--- config.mk ---
export PLATFORM = sky130hd
export DESIGN_NAME = hmh_ctrl
export DESIGN_NICKNAME = d
export VERILOG_FILES = /design/src/hw/rtl/hmh_pkg.sv /design/src/hw/rtl/hmh_ctrl.sv
export SDC_FILE = /design/constraint.sdc
export NUM_CORES = 1
export LEC_CHECK = 0
export BUFFER_PORTS_ARGS = -buffer_cell sky130_fd_sc_hd__buf_2
export CAP_MARGIN = 20
export CELL_PAD_IN_SITES_DETAIL_PLACEMENT = 0
export CELL_PAD_IN_SITES_GLOBAL_PLACEMENT = 2
export CORE_MARGIN = 8
export CORE_UTILIZATION = 22
export CTS_BUF_LIST = sky130_fd_sc_hd__clkbuf_4
export CTS_CLUSTER_SIZE = 8
export DETAILED_ROUTE_END_ITERATION = 16
export PLACE_DENSITY = 0.9
export SLEW_MARGIN = 5
export SYNTH_ARGS = -nofsm -noshare
export SYNTH_HDL_FRONTEND = slang
export SYNTH_SLANG_ARGS = --single-unit
--- constraint.sdc ---
create_clock -name clk -period 1.6 [get_ports clk]
set_clock_uncertainty 0.15 [all_clocks]
set_input_delay 0.08 -clock clk [delete_from_list [all_inputs] [get_ports clk]]
set_output_delay 0.08 -clock clk [all_outputs]
set_load 0.02 [all_outputs]
--- src/hw/rtl/hmh_pkg.sv ---
// Shared types and constants for the hillshade pixel unit.
// No dependencies; the four modules import this package.
package hmh_pkg;

	localparam int COORD_W  = 9;
	localparam int PADDR_W  = 5;
	localparam int ACC_W    = 43;
	localparam int SUM_W    = 42;
	localparam int IB_W     = 58;
	localparam int CHP_W    = 45;
	localparam int T_W      = 38;

	localparam logic [T_W-1:0] T_SAT     = 38'd65025;
	localparam logic [15:0]    RECIP_255 = 16'h8081;

	localparam logic [1:0]  RST_MODE   = 2'd0;
	localparam logic [23:0] RST_COEF_X = 24'd23170;
	localparam logic [23:0] RST_COEF_Y = 24'd23170;
	localparam logic [23:0] RST_FLAT   = 24'd32768;
	localparam logic [15:0] RST_BRIGHT = 16'd256;
	localparam logic [23:0] RST_LIGHT  = 24'hffffff;
	localparam logic [8:0]  RST_WIDTH  = 9'd256;
	localparam logic [8:0]  RST_HEIGHT = 9'd256;

	typedef enum logic [2:0] {
		REG_MODE,
		REG_COEF_X,
		REG_COEF_Y,
		REG_COEF_FLAT,
		REG_BRIGHT,
		REG_LIGHT,
		REG_WIDTH,
		REG_HEIGHT
	} reg_idx_t;

	typedef enum logic [0:0] {
		OP_LOAD  = 1'b0,
		OP_SHADE = 1'b1
	} op_t;

	typedef enum logic [2:0] {
		NB_C,
		NB_L,
		NB_R,
		NB_D,
		NB_U
	} nb_t;

	typedef enum logic [3:0] {
		ST_IDLE,
		ST_WR,
		ST_RDL,
		ST_RDR,
		ST_RDD,
		ST_RDU,
		ST_DY,
		ST_MY,
		ST_BLO,
		ST_BHI,
		ST_CLO,
		ST_CHI,
		ST_FIN
	} state_t;

	typedef struct packed {
		logic [1:0]  mode_flags;
		logic [23:0] coef_x;
		logic [23:0] coef_y;
		logic [23:0] coef_flat;
		logic [15:0] brightness;
		logic [23:0] light_rgb;
		logic [8:0]  map_width;
		logic [8:0]  map_height;
	} cfg_t;

	typedef struct packed {
		logic        operation;
		logic [7:0]  col;
		logic [7:0]  row;
		logic [15:0] elevation;
		logic [7:0]  src_red;
		logic [7:0]  src_green;
		logic [7:0]  src_blue;
		logic [7:0]  src_alpha;
	} req_t;

	typedef struct packed {
		logic [7:0] pix_red;
		logic [7:0] pix_green;
		logic [7:0] pix_blue;
		logic [7:0] pix_alpha;
	} pix_t;

	typedef struct packed {
		logic capture;
		logic mem_wr;
		nb_t  rd_sel;
		logic lat_a;
		logic lat_dx;
		logic lat_dy;
		logic mac_x;
		logic mac_y;
		logic ib_lo;
		logic ib_hi;
		logic ch_lo;
		logic ch_hi;
		logic out_load;
	} cmd_t;

	typedef struct packed {
		logic req_shade;
		logic light_on;
		logic out_blocked;
	} sts_t;

endpackage

--- src/hw/rtl/hmh_ctrl.sv ---
// Sequencer for load and shade requests; drives datapath commands.
// Depends on hmh_pkg.
module hmh_ctrl (
	input  logic          clk,
	input  logic          arst_n,
	input  logic          req_valid,
	input  hmh_pkg::sts_t sts,
	output logic          req_ready,
	output hmh_pkg::cmd_t cmd
);
	import hmh_pkg::*;

	state_t state_q, state_nxt;

	always_ff @(posedge clk or negedge arst_n) begin
		if (!arst_n) begin
			state_q <= ST_IDLE;
		end else begin
			state_q <= state_nxt;
		end
	end

	always_comb begin
		state_nxt  = state_q;
		req_ready  = 1'b0;
		cmd        = '0;
		cmd.rd_sel = NB_C;
		case (state_q)
			ST_IDLE: begin
				req_ready = 1'b1;
				if (req_valid) begin
					cmd.capture = 1'b1;
					if (!sts.req_shade) begin
						state_nxt = ST_WR;
					end else if (sts.light_on) begin
						state_nxt = ST_RDL;
					end else begin
						state_nxt = ST_FIN;
					end
				end
			end
			ST_WR: begin
				cmd.mem_wr = 1'b1;
				state_nxt  = ST_IDLE;
			end
			ST_RDL: begin
				cmd.rd_sel = NB_L;
				state_nxt  = ST_RDR;
			end
			ST_RDR: begin
				cmd.rd_sel = NB_R;
				cmd.lat_a  = 1'b1;
				state_nxt  = ST_RDD;
			end
			ST_RDD: begin
				cmd.rd_sel = NB_D;
				cmd.lat_dx = 1'b1;
				state_nxt  = ST_RDU;
			end
			ST_RDU: begin
				cmd.rd_sel = NB_U;
				cmd.lat_a  = 1'b1;
				cmd.mac_x  = 1'b1;
				state_nxt  = ST_DY;
			end
			ST_DY: begin
				cmd.lat_dy = 1'b1;
				state_nxt  = ST_MY;
			end
			ST_MY: begin
				cmd.mac_y = 1'b1;
				state_nxt = ST_BLO;
			end
			ST_BLO: begin
				cmd.ib_lo = 1'b1;
				state_nxt = ST_BHI;
			end
			ST_BHI: begin
				cmd.ib_hi = 1'b1;
				state_nxt = ST_CLO;
			end
			ST_CLO: begin
				cmd.ch_lo = 1'b1;
				state_nxt = ST_CHI;
			end
			ST_CHI: begin
				cmd.ch_hi = 1'b1;
				state_nxt = ST_FIN;
			end
			ST_FIN: begin
				if (!sts.out_blocked) begin
					cmd.out_load = 1'b1;
					state_nxt    = ST_IDLE;
				end
			end
			default: begin
				state_nxt = ST_IDLE;
			end
		endcase
	end

	a_load_goes_wr: assert property (@(posedge clk) disable iff (!arst_n)
		cmd.capture && !sts.req_shade |=> state_q == ST_WR)
		else $error("load transfer did not enter write state");

	a_shade_len: assert property (@(posedge clk) disable iff (!arst_n)
		cmd.capture && sts.req_shade && sts.light_on |=> ##10 state_q == ST_FIN)
		else $error("lit shade sequence length wrong");

	a_fin_holds: assert property (@(posedge clk) disable iff (!arst_n)
		state_q == ST_FIN && sts.out_blocked |=> state_q == ST_FIN)
		else $error("left finish state while output stalled");

	a_no_overwrite: assert property (@(posedge clk) disable iff (!arst_n)
		sts.out_blocked |-> !cmd.out_load)
		else $error("result register overwritten before transfer");

endmodule

; ---- After elaboration in Yosys (flattened, before gate mapping)
; Cells that the tools add are included.
; Widths: inputs -> output; s select.
[word_totals]
reg_bits = 4
out_inout_bits = 16
elab_cells = 39
[op_classes]
eq_ne = 14
muxes = 21
n_reduce_logical = 3
[op_table]
columns = op, count
row1 = $pmux 4 s12, 1
row2 = $eq 4x4->1 const B, 5
row3 = $eq 4x3->1 const B, 4
row4 = $mux 4, 4
row5 = $mux 1, 15
row6 = $pmux 3 s4, 1
row7 = $eq 4x2->1 const B, 2
row8 = $eq 4x1->1 const B, 1
row9 = $logic_not 4->1, 1
row10 = $ne 2x2->1 const B, 2
row11 = $reduce_and 2->1, 1
row12 = $reduce_or 2->1, 1

; ---- Longest topological paths before layout
[logic_depth]
word_depth = 4
depth_mapped = 4
ltp_nobuf = 3

; ---- Least setup slack after synthesis
; No wires, ideal clock.
[synth_timing]
kind = register to output
from = register state_q[2]
to = output cmd[9] in the netlist's numbering
arrival_ps = 1241
setup_slack_ps = 129
path_stages_with_launch = 4
n_path_buf = 1
cell_sequence = dfrtp_1 > buf_2 > xnor2_1 > nor3b_1
[synth_rtl]
columns = item, line
row1 = from (decl), hmh_ctrl.sv:13  ; state_t state_q, state_nxt;
row2 = from (signal assigned), hmh_ctrl.sv:19  ; state_q <= state_nxt;
row3 = to (decl), hmh_ctrl.sv:9  ; output hmh_pkg::cmd_t cmd

==> reports/summary.txt <==
status - completed
P per Cell Area - 2120 nW/µm²
first-pass GRT wire length - 2.19 mm
Slew HR - 71.3%
Routed WL per cell - 13.8 µm
htree depth - 1
I/O pin count - 22
post-route insts no fill - 121
DRC - 0
max FFs per register - 4
fraction of layout cells with a size suffix above 1 - 64.6%
Die H - 58.8 µm
Die Wd - 58.8 µm
commonest non-fill, non-tap cells in the layout - buf_2, buf_4, nor2_1
RSZ-0062 raised after global routing - yes
die footprint - 3460 µm²
core outline area - 1730 µm²
1st-iter DRT viols - 18
Yosys top cell area share - 24.8%
DR vias/cell - 4.68
CP endpoint kind - output pin
initial antenna violation count - 0
clk buf depth - 2
Hold Fails Final Rpt - 0
Reg with most FFs - state_q
placed insts - 103
DRT antenna net count - 0
pin count of the biggest net entering global routing - 17
FMAX - 625 MHz
Cell Area, Synth - 403 µm²
HPWL Detailed - 1.05 mm
Combinational Power Share - 75.8%
Startpoint Class - flop
final setup vio count - 0
# diodes - 0
Initial Utilization - 23.3%
Clk pwr share - 7.3%
Worst EP arrival - 1370 ps
total track usage - 8.08%
CP Class - reg2out
CTS tree - yes
final wirelength - 1.67 mm
synthesized instance count - 59
TritonCTS Buffers - 3
largest fanout on the critical path - 7
post-layout minimum cycle time - 1600 ps
Warnings, synthesis - 0
sequential fraction of the synthesis area - 24.8%
largest area contributor in the netlist - dfrtp_1
via count - 566
Flop pwr share - 16.8%
register bit total from synthesis - 4
Clk pin slew, worst setup/hold paths - 40 ps
Max VDD drop - 0.857 mV
DRT Pass-1 Iters - 4
GPL Wtd Cong - 0.790
Switching Share - 46.6%
syn nets - 65
Top Registers - state_q: 4 flops
clk sinks - 4
Crit path required time - 1370 ps
Leakage Power - 0.388 nW
top post-synthesis cells by area - dfrtp_1, nor2_1, nand2b_1
Max Cap Viol - 0
Remaining Overflow, GRT - 0
Core Util, Final - 45.6%
Least-Margin Pin Slew - 419 ps
worst hold path type - in2async
share of the cycle needed by the critical path after routing - 100%
Site Rows - 15
nets - 104
Pint - 0.891 mW
Area growth syn-to-layout - 95.3%
Slew Viols, Final - 0
IO buf count - 21
Distinct cells, synth - 24
Mean Syn Cell Area - 6.83 µm²
root buf cell - clkbuf_4
vias in the first global route - 498
Worst-Skew Late Latency - 230 ps
P_sw - 0.776 mW
metal layers:
metal	track usage (%)	routed length (µm)	share of wire [%]	vias up
li1	-	-	-	281
met1	8.87	723	43	262
met2	13.1	812	49	21
met3	2.61	121	7.2	2
met4	5.12	12	0.72	0
met5	0	0	0	-
cells in the mapped netlist:
library cell,n
a21oi_1,3
and3_1,2
nor3b_1,1
o32a_2,1
nand2b_1,5
o21ai_0,3
dfrtp_1,4
a211o_1,1
or4b_1,1
nor4_1,1
nand3b_1,1
nand2_1,4
a21bo_2,1
inv_1,2
nor3_1,5
nor2_1,13
xnor2_1,1
a41o_1,1
or2_1,1
a211oi_1,1
buf_2,4
or2_2,1
clkbuf_1,1
a2111oi_0,1
cell families (layout without fill, tap and decap cells):
| kind of cell | Yosys count | after routing | synth area share [%] |
|---|---|---|---|
| flip-flops | 4 | 4 | 24.8 |
| AND/OR/NAND/NOR | 35 | 35 | 43.8 |
| XOR/XNOR | 1 | 1 | 2.17 |
| buffers and inverters | 7 | 44 | 7.76 |
| AO/OA/AOI/OAI | 12 | 12 | 21.4 |
layout make-up:
class	count	area [µm²]
repair buffers	39	274
well taps	25	31.3
clock buffers	3	22.5
multi-input cells	48	347
flip-flops and latches	4	105
fillers	177	940
inverters	2	7.51
what timing repair did:
item | 4_1_cts | 5_1_grt
cloned | 0 | 0
pin swaps | 0 | 8
hold buffers | 1 | 0
setup buffers | 3 | 11
endpoints found under the setup margin | 12 | 8
hold endpoints to repair | 4 | 0
resized for setup | 9 | 26
power by group through the flow:
stage / Combinational [mW] / Clock, mW / Sequential (mW)
floorplan: 0.611 / 0 / 0.180
global placement: 0.756 / 0 / 0.270
detailed placement: 0.750 / 0 / 0.271
CTS: 0.854 / 0.129 / 0.282
global route: 1.34 / 0.134 / 0.287
finish: 1.26 / 0.122 / 0.281
metrics by stage:
step           power (mW)  instance area, µm²  hold WS, ps  setup WS (ps)  setup TNS [ps]
3_5_place_dp         1.02                 538         -258           64.1               0
4_1_cts              1.26                 611         39.9           13.2               0
3_3_place_gp         1.03                 538         -264           93.9               0
2_1_floorplan       0.791                 403         -366            129               0
6_report             1.67                 787         47.1          0.194               0
5_1_grt              1.76                 787         54.6          -28.3            -126
final timing paths:
kind / depth (start not counted) / to / from / slack, ps
max: 4 / cmd[12] / state_q[1] / 0.2
min: 2 / state_q[2] / arst_n / 50
max reg2reg: 4 / state_q[2] / state_q[0] / 40
min reg2reg: 1 / state_q[0] / state_q[3] / 530
max in group asynchronous: 2 / state_q[1] / arst_n / 1120
min in group clk: 3 / state_q[1] / sts[2] / 140
worst max-delay path, stage by stage (launching register included):
cell      delay (ps)
dfrtp_2          470
buf_6            150
nand2b_1         200
nor2_1           140
buf_2            180
Power figures use the tool's default switching activity.
