===== src/hw/rtl/hmh_pkg.sv =====
// Shared types and constants for the hillshade pixel unit.
// No dependencies; the four modules import this package.
package hmh_pkg;

	localparam int COORD_W  = 9;
	localparam int PADDR_W  = 5;
	localparam int ACC_W    = 43;
	localparam int SUM_W    = 42;
	localparam int IB_W     = 58;
	localparam int CHP_W    = 45;
	localparam int T_W      = 38;

	localparam logic [T_W-1:0] T_SAT     = 38'd65025;
	localparam logic [15:0]    RECIP_255 = 16'h8081;

	localparam logic [1:0]  RST_MODE   = 2'd0;
	localparam logic [23:0] RST_COEF_X = 24'd23170;
	localparam logic [23:0] RST_COEF_Y = 24'd23170;
	localparam logic [23:0] RST_FLAT   = 24'd32768;
	localparam logic [15:0] RST_BRIGHT = 16'd256;
	localparam logic [23:0] RST_LIGHT  = 24'hffffff;
	localparam logic [8:0]  RST_WIDTH  = 9'd256;
	localparam logic [8:0]  RST_HEIGHT = 9'd256;

	typedef enum logic [2:0] {
		REG_MODE,
		REG_COEF_X,
		REG_COEF_Y,
		REG_COEF_FLAT,
		REG_BRIGHT,
		REG_LIGHT,
		REG_WIDTH,
		REG_HEIGHT
	} reg_idx_t;

	typedef enum logic [0:0] {
		OP_LOAD  = 1'b0,
		OP_SHADE = 1'b1
	} op_t;

	typedef enum logic [2:0] {
		NB_C,
		NB_L,
		NB_R,
		NB_D,
		NB_U
	} nb_t;

	typedef enum logic [3:0] {
		ST_IDLE,
		ST_WR,
		ST_RDL,
		ST_RDR,
		ST_RDD,
		ST_RDU,
		ST_DY,
		ST_MY,
		ST_BLO,
		ST_BHI,
		ST_CLO,
		ST_CHI,
		ST_FIN
	} state_t;

	typedef struct packed {
		logic [1:0]  mode_flags;
		logic [23:0] coef_x;
		logic [23:0] coef_y;
		logic [23:0] coef_flat;
		logic [15:0] brightness;
		logic [23:0] light_rgb;
		logic [8:0]  map_width;
		logic [8:0]  map_height;
	} cfg_t;

	typedef struct packed {
		logic        operation;
		logic [7:0]  col;
		logic [7:0]  row;
		logic [15:0] elevation;
		logic [7:0]  src_red;
		logic [7:0]  src_green;
		logic [7:0]  src_blue;
		logic [7:0]  src_alpha;
	} req_t;

	typedef struct packed {
		logic [7:0] pix_red;
		logic [7:0] pix_green;
		logic [7:0] pix_blue;
		logic [7:0] pix_alpha;
	} pix_t;

	typedef struct packed {
		logic capture;
		logic mem_wr;
		nb_t  rd_sel;
		logic lat_a;
		logic lat_dx;
		logic lat_dy;
		logic mac_x;
		logic mac_y;
		logic ib_lo;
		logic ib_hi;
		logic ch_lo;
		logic ch_hi;
		logic out_load;
	} cmd_t;

	typedef struct packed {
		logic req_shade;
		logic light_on;
		logic out_blocked;
	} sts_t;

endpackage


===== src/hw/rtl/hmh_regs.sv =====
// APB register file for the hillshade configuration.
// Depends on hmh_pkg.
module hmh_regs (
	input  logic                        clk,
	input  logic                        arst_n,
	input  logic                        psel,
	input  logic                        penable,
	input  logic                        pwrite,
	input  logic [hmh_pkg::PADDR_W-1:0] paddr,
	input  logic [31:0]                 pwdata,
	output logic [31:0]                 prdata,
	output logic                        pready,
	output hmh_pkg::cfg_t               cfg
);
	import hmh_pkg::*;

	cfg_t     cfg_q;
	reg_idx_t idx;
	logic     wr_en;

	assign pready = 1'b1;
	assign idx    = reg_idx_t'(paddr[4:2]);
	assign wr_en  = psel && penable && pwrite && pready;
	assign cfg    = cfg_q;

	always_ff @(posedge clk or negedge arst_n) begin
		if (!arst_n) begin
			cfg_q.mode_flags <= RST_MODE;
			cfg_q.coef_x     <= RST_COEF_X;
			cfg_q.coef_y     <= RST_COEF_Y;
			cfg_q.coef_flat  <= RST_FLAT;
			cfg_q.brightness <= RST_BRIGHT;
			cfg_q.light_rgb  <= RST_LIGHT;
			cfg_q.map_width  <= RST_WIDTH;
			cfg_q.map_height <= RST_HEIGHT;
		end else if (wr_en) begin
			case (idx)
				REG_MODE:      cfg_q.mode_flags <= pwdata[1:0];
				REG_COEF_X:    cfg_q.coef_x     <= pwdata[23:0];
				REG_COEF_Y:    cfg_q.coef_y     <= pwdata[23:0];
				REG_COEF_FLAT: cfg_q.coef_flat  <= pwdata[23:0];
				REG_BRIGHT:    cfg_q.brightness <= pwdata[15:0];
				REG_LIGHT:     cfg_q.light_rgb  <= pwdata[23:0];
				REG_WIDTH:     cfg_q.map_width  <= pwdata[8:0];
				REG_HEIGHT:    cfg_q.map_height <= pwdata[8:0];
				default: begin
				end
			endcase
		end
	end

	always_comb begin
		case (idx)
			REG_MODE:      prdata = {30'd0, cfg_q.mode_flags};
			REG_COEF_X:    prdata = {8'd0, cfg_q.coef_x};
			REG_COEF_Y:    prdata = {8'd0, cfg_q.coef_y};
			REG_COEF_FLAT: prdata = {8'd0, cfg_q.coef_flat};
			REG_BRIGHT:    prdata = {16'd0, cfg_q.brightness};
			REG_LIGHT:     prdata = {8'd0, cfg_q.light_rgb};
			REG_WIDTH:     prdata = {23'd0, cfg_q.map_width};
			REG_HEIGHT:    prdata = {23'd0, cfg_q.map_height};
			default:       prdata = 32'd0;
		endcase
	end

endmodule


===== config.mk =====
export PLATFORM = sky130hd
export DESIGN_NAME = hmh_regs
export DESIGN_NICKNAME = d
export VERILOG_FILES = /design/src/hw/rtl/hmh_pkg.sv /design/src/hw/rtl/hmh_regs.sv
export SDC_FILE = /design/constraint.sdc
export NUM_CORES = 1
export LEC_CHECK = 0
export ABC_AREA = 1
export BUFFER_PORTS_ARGS = -buffer_cell sky130_fd_sc_hd__buf_4
export CAP_MARGIN = 40
export CELL_PAD_IN_SITES_DETAIL_PLACEMENT = 1
export CELL_PAD_IN_SITES_GLOBAL_PLACEMENT = 1
export CORE_ASPECT_RATIO = 0.9
export CORE_MARGIN = 3
export CORE_UTILIZATION = 36
export DETAILED_ROUTE_END_ITERATION = 7
export GPL_TIMING_DRIVEN = 0
export PLACE_DENSITY_LB_ADDON = 0.1
export REMOVE_ABC_BUFFERS = 1
export SLEW_MARGIN = 30
export SYNTH_ARGS = -nofsm -noshare
export SYNTH_HDL_FRONTEND = slang
export SYNTH_SLANG_ARGS = --single-unit

===== constraint.sdc =====
create_clock -name clk -period 2 [get_ports clk]
set_clock_uncertainty 0.15 [all_clocks]
set_input_delay 0.3 -clock clk [delete_from_list [all_inputs] [get_ports clk]]
set_output_delay 0.3 -clock clk [all_outputs]
set_load 0.02 [all_outputs]

# Word-level counts from Yosys, hierarchy flattened
# Index checks and enable logic that the tools add are counted.
op_classes:
  n_eq_ne: 7
  n_reduce_logical: 11
  mux: 1
op_table:
  columns: ["cell", "n"]
  rows:
  - ["$pmux 32 s8", 1]
  - ["$reduce_and 2->1", 8]
  - ["$eq 3x3->1 const B", 4]
  - ["$eq 3x2->1 const B", 2]
  - ["$eq 3x1->1 const B", 1]
  - ["$logic_not 3->1", 1]
  - ["$logic_and 1x1->1", 2]
totals:
  wordCells: 27
  reg_bits: 132
  inputBits: 42
  output_inout_bits: 165

# Logic depth before layout (Yosys ltp)
logic_depth:
  ltp_word: 3
  depth_mapped: 9
  depth_no_buf: 7

# Worst setup path before layout
# Ideal clock, no wire load.
synth_path:
  path_type: "in2out"
  start: "in paddr[3] (netlist name)"
  end: "out prdata[3]"
  path_stages: 9
  t_arrival_ns: 1.305
  n_path_buf: 2
  setup_slack_ns: 0.245
  cell_sequence: "inv_1 nand3_1 clkbuf_2 inv_1 buf_2 nand2_1 nand2_1 nor2_1 nand2_1"
synth_between:
  elab_chain_cells: 2
  elab_cells_between_ends: 9
synth_lines:
  columns: ["element", "line_no", "source"]
  rows:
  - ["from (decl)", "hmh_regs.sv:9", "input logic [hmh_pkg::PADDR_W-1:0] paddr,"]
  - ["$eq 3x3->1, or another cell as far along", "hmh_regs.sv:53", "case (idx)"]
  - ["$pmux 32 s8 (*)", "hmh_regs.sv:53", null]
  - ["to (decl)", "hmh_regs.sv:11", "output logic [31:0] prdata,"]
# Mark *: on every way between the ends. The rest lies on a longest branch, timed or not. The select of a mux whose other input is x is not followed.

# Final worst setup path
layout_path:
  start: "reg cfg_q, in the netlist cfg[83]"
  end: "out prdata[1]"
layout_between:
  elab_chain_cells: 1
layout_lines:
  columns: ["element", "line_no", "source"]
  rows:
  - ["from (decl)", "hmh_regs.sv:17", "cfg_t cfg_q;"]
  - ["$pmux 32 s8", "hmh_regs.sv:53", null]
# Every way passes these cells. The select of a mux whose other input is x is not followed.

==> metrics.cfg <==
[setup_path]
required_ps=1550
r2r_start=cfg[24]
worstSetupPathType=reg2out
worstPathArrival_ps=1480
timing.rr.end=cfg[24]
start_kind=register
slowest_stage=dfstp_2
r2r_slack_ps=950
cp_max_fo=3
path_cells=nand4_1 -> nand2_1 -> nor2_1 -> nand3_1 -> buf_4
worstRegToRegCells=2
worstSetupEndpointType=output pin
slowest_delay_ps=560

[finish]
layout.nets=966
drive_gt1_share_pct=32.6
final_util_pct=53.3
layout_commonest_cell=nand2_1
final_cell_mix=nand2_1, buf_4, dfrtp_1
antenna_cells=0
area_growth_pct=43.0
fillerInstances=1933
final_area_um2=8710
largest_reg_flops=132

[worst_hold_path]
whs_path_depth=3
whs_endpoint=cfg[40]
min_from=pwdata[22]
min_path_type=in2reg

[place]
port_buffers=187
detailed_place_hpwl_mm=14.2
place_area_um2=7630
place_congestion=0.777
post-place-ws_ps=-1080

[timing]
fin_tns_setup_ps=0
worstMarginPinSlew_ps=816
fin_crit_sh_pct=96.7
relSlewSlack_pct=45.6
drv_slew=0
setup_viol=0
hold_violations=0
max_freq_mhz=517
setup_ws_ps=65.5
rsz0062_at_grt=true
fin_crit_ps=1930

[route]
finalWirelength_mm=21.9
via_per_inst=5.01
initialDrtViolationCount=299
drc=0
wl_per_cell_um=19.2
drtAntennaViolNets=0
dr.pass1.iters=5
via_count=5728

[power_and_ir_drop]
ir_worst_vdd_v=0.000598
swShare_pct=32.6
power_switching_w=0.00327
p_int_w=0.00676
seq_power_share_pct=37.8
power_density_nw_per_um2=1150
p_clk_share_pct=34.1
power_leakage_nw=4.32
power_frac_comb_pct=28.1

[clocking]
clkSlewWorstSetupHoldPaths_ps=60
clk_latency_ps=420
clk_root_buffer_cell=clkbuf_16
clock_tree.buffer_depth=2
htreeDepth=4
cts_buffers=17
clock-sinks=132
cts_tree=built

[global_route]
use_met3_pct=7.31
antenna_found_initial=0
grt_max_degree=71
globalRouteMet1Util_pct=31.8
grt_first_pass_wirelength_mm=33.8
grt.total_usage_pct=23.9
grt_pass1_vias=5977
top_usage_layer=met2
use_met2_pct=38.5
grt_overflow_total=0

[floorplan]
ios=207
rows=44
die_h_um=129
initial_core_util_pct=37.2
die_w_um=143
dieArea_um2=18500
design.core.area_um2=16400

[synthesis]
async_flop_share_pct=100
avgSynthCellArea_um2=8.47
syn_area_um2=6090
synth_xor_area_share_pct=0
ys_ff_latch=132
synthAdderAreaFrac_pct=0
ys_types=27
yosys.area_share.simple_pct=22.5
yosys_warnings=0
synth-main-ff-cell=dfrtp_1
synth_top_family_by_area=simple AND/OR/NAND/NOR gates
synth-edff-count=0
syn_inst=719
muxShareOfSynthArea_pct=0
ys_seq_area_share_pct=55.1
synth-compound-area-share_pct=13.2

[flow_run]
cap_violations=0

[outcome]
status=complete, no violations

==> layout make-up <==
class / instances / area (um2) / area share (%)
Inverter: 63 / 259 / 2.97
Tap cell: 207 / 259 / 2.97
Clock inverter: 10 / 180 / 2.07
Timing Repair Buffer: 227 / 1930 / 22.2
Multi-Input combinational cell: 483 / 2260 / 26.0
Sequential cell: 132 / 3350 / 38.5
Clock buffer: 21 / 460 / 5.29
==> timing repair <==
action                                 in CTS  in global routing
setup endpoints to repair                  65                 17
hold buffers                               18                  0
resized for setup                          21                  7
gates cloned                                1                  0
pin swaps                                   2                  3
endpoints found under the hold margin      62                  0
setup buffers                              11                  4
==> metrics by stage <==
step | total power (W) | std cells | hold WS [ps]
3_3_place_gp | 0.00648 | 1072 | 323
4_1_cts | 0.0101 | 1140 | 5.73
6_report | 0.0100 | 1143 | 15.5
5_1_grt | 0.0105 | 1143 | 15.5
3_5_place_dp | 0.00659 | 1079 | 123
2_1_floorplan | 0.00514 | 678 | -146
==> Yosys cell counts (3+ instances only) <==
master	instances	area [um2]
o21ai_1	46	230
buf_6	9	101
nand2_1	211	792
clkbuf_2	3	15.0
buf_4	10	75.1
a21oi_1	22	110
o21ai_2	8	70.1
clkbuf_1	7	26.3
o21ai_0	79	395
nand4_1	25	156
nand3b_1	7	52.6
dfrtp_1	92	2300
nor2_1	51	191
buf_2	17	85.1
nor3_4	3	48.8
dfstp_2	40	1050
inv_1	60	225
nand3_1	15	75.1
==> critical path: cells and delay by family, from the launching register on <==
family,cells,cell delay (ps)
buf+inv,1,140
simple gates,4,360
flops,1,560
==> power by group through the flow <==
| stage | Combinational (W) | Clock, W | Sequential (W) |
|---|---|---|---|
| after floorplan | 0.000735 | 0 | 0.00440 |
| after global placement | 0.00268 | 0 | 0.00381 |
| after detailed placement | 0.00276 | 0 | 0.00383 |
| after CTS | 0.00284 | 0.00348 | 0.00380 |
| after global routing | 0.00305 | 0.00361 | 0.00388 |
| final | 0.00282 | 0.00342 | 0.00380 |
==> worst max path at each step <==
stage | from | end | slack, ps | cells past startpoint
2_1_floorplan | paddr[3] | cfg[20] | -610 | 4
3_3_place_gp | paddr[3] | cfg[31] | -2780 | 5
3_5_place_dp | paddr[3] | prdata[4] | -1080 | 9
4_1_cts | paddr[3] | prdata[4] | 10 | 11
5_1_grt | paddr[3] | prdata[10] | -0.7 | 7
6_report | cfg[83] | prdata[1] | 70 | 5
==> per-layer routing <==
layer	routed length [um]	vias to the layer above
met1	9630	2811
met3	1550	17
met5	0	-
met4	223	0
met2	10600	184
li1	-	2716
==> logic make-up after synthesis <==
family,count (synthesis)
other cells,2
compound gates,155
buf+inv,111
simple gates,319
flops,132
Power figures use the tool's default switching activity.
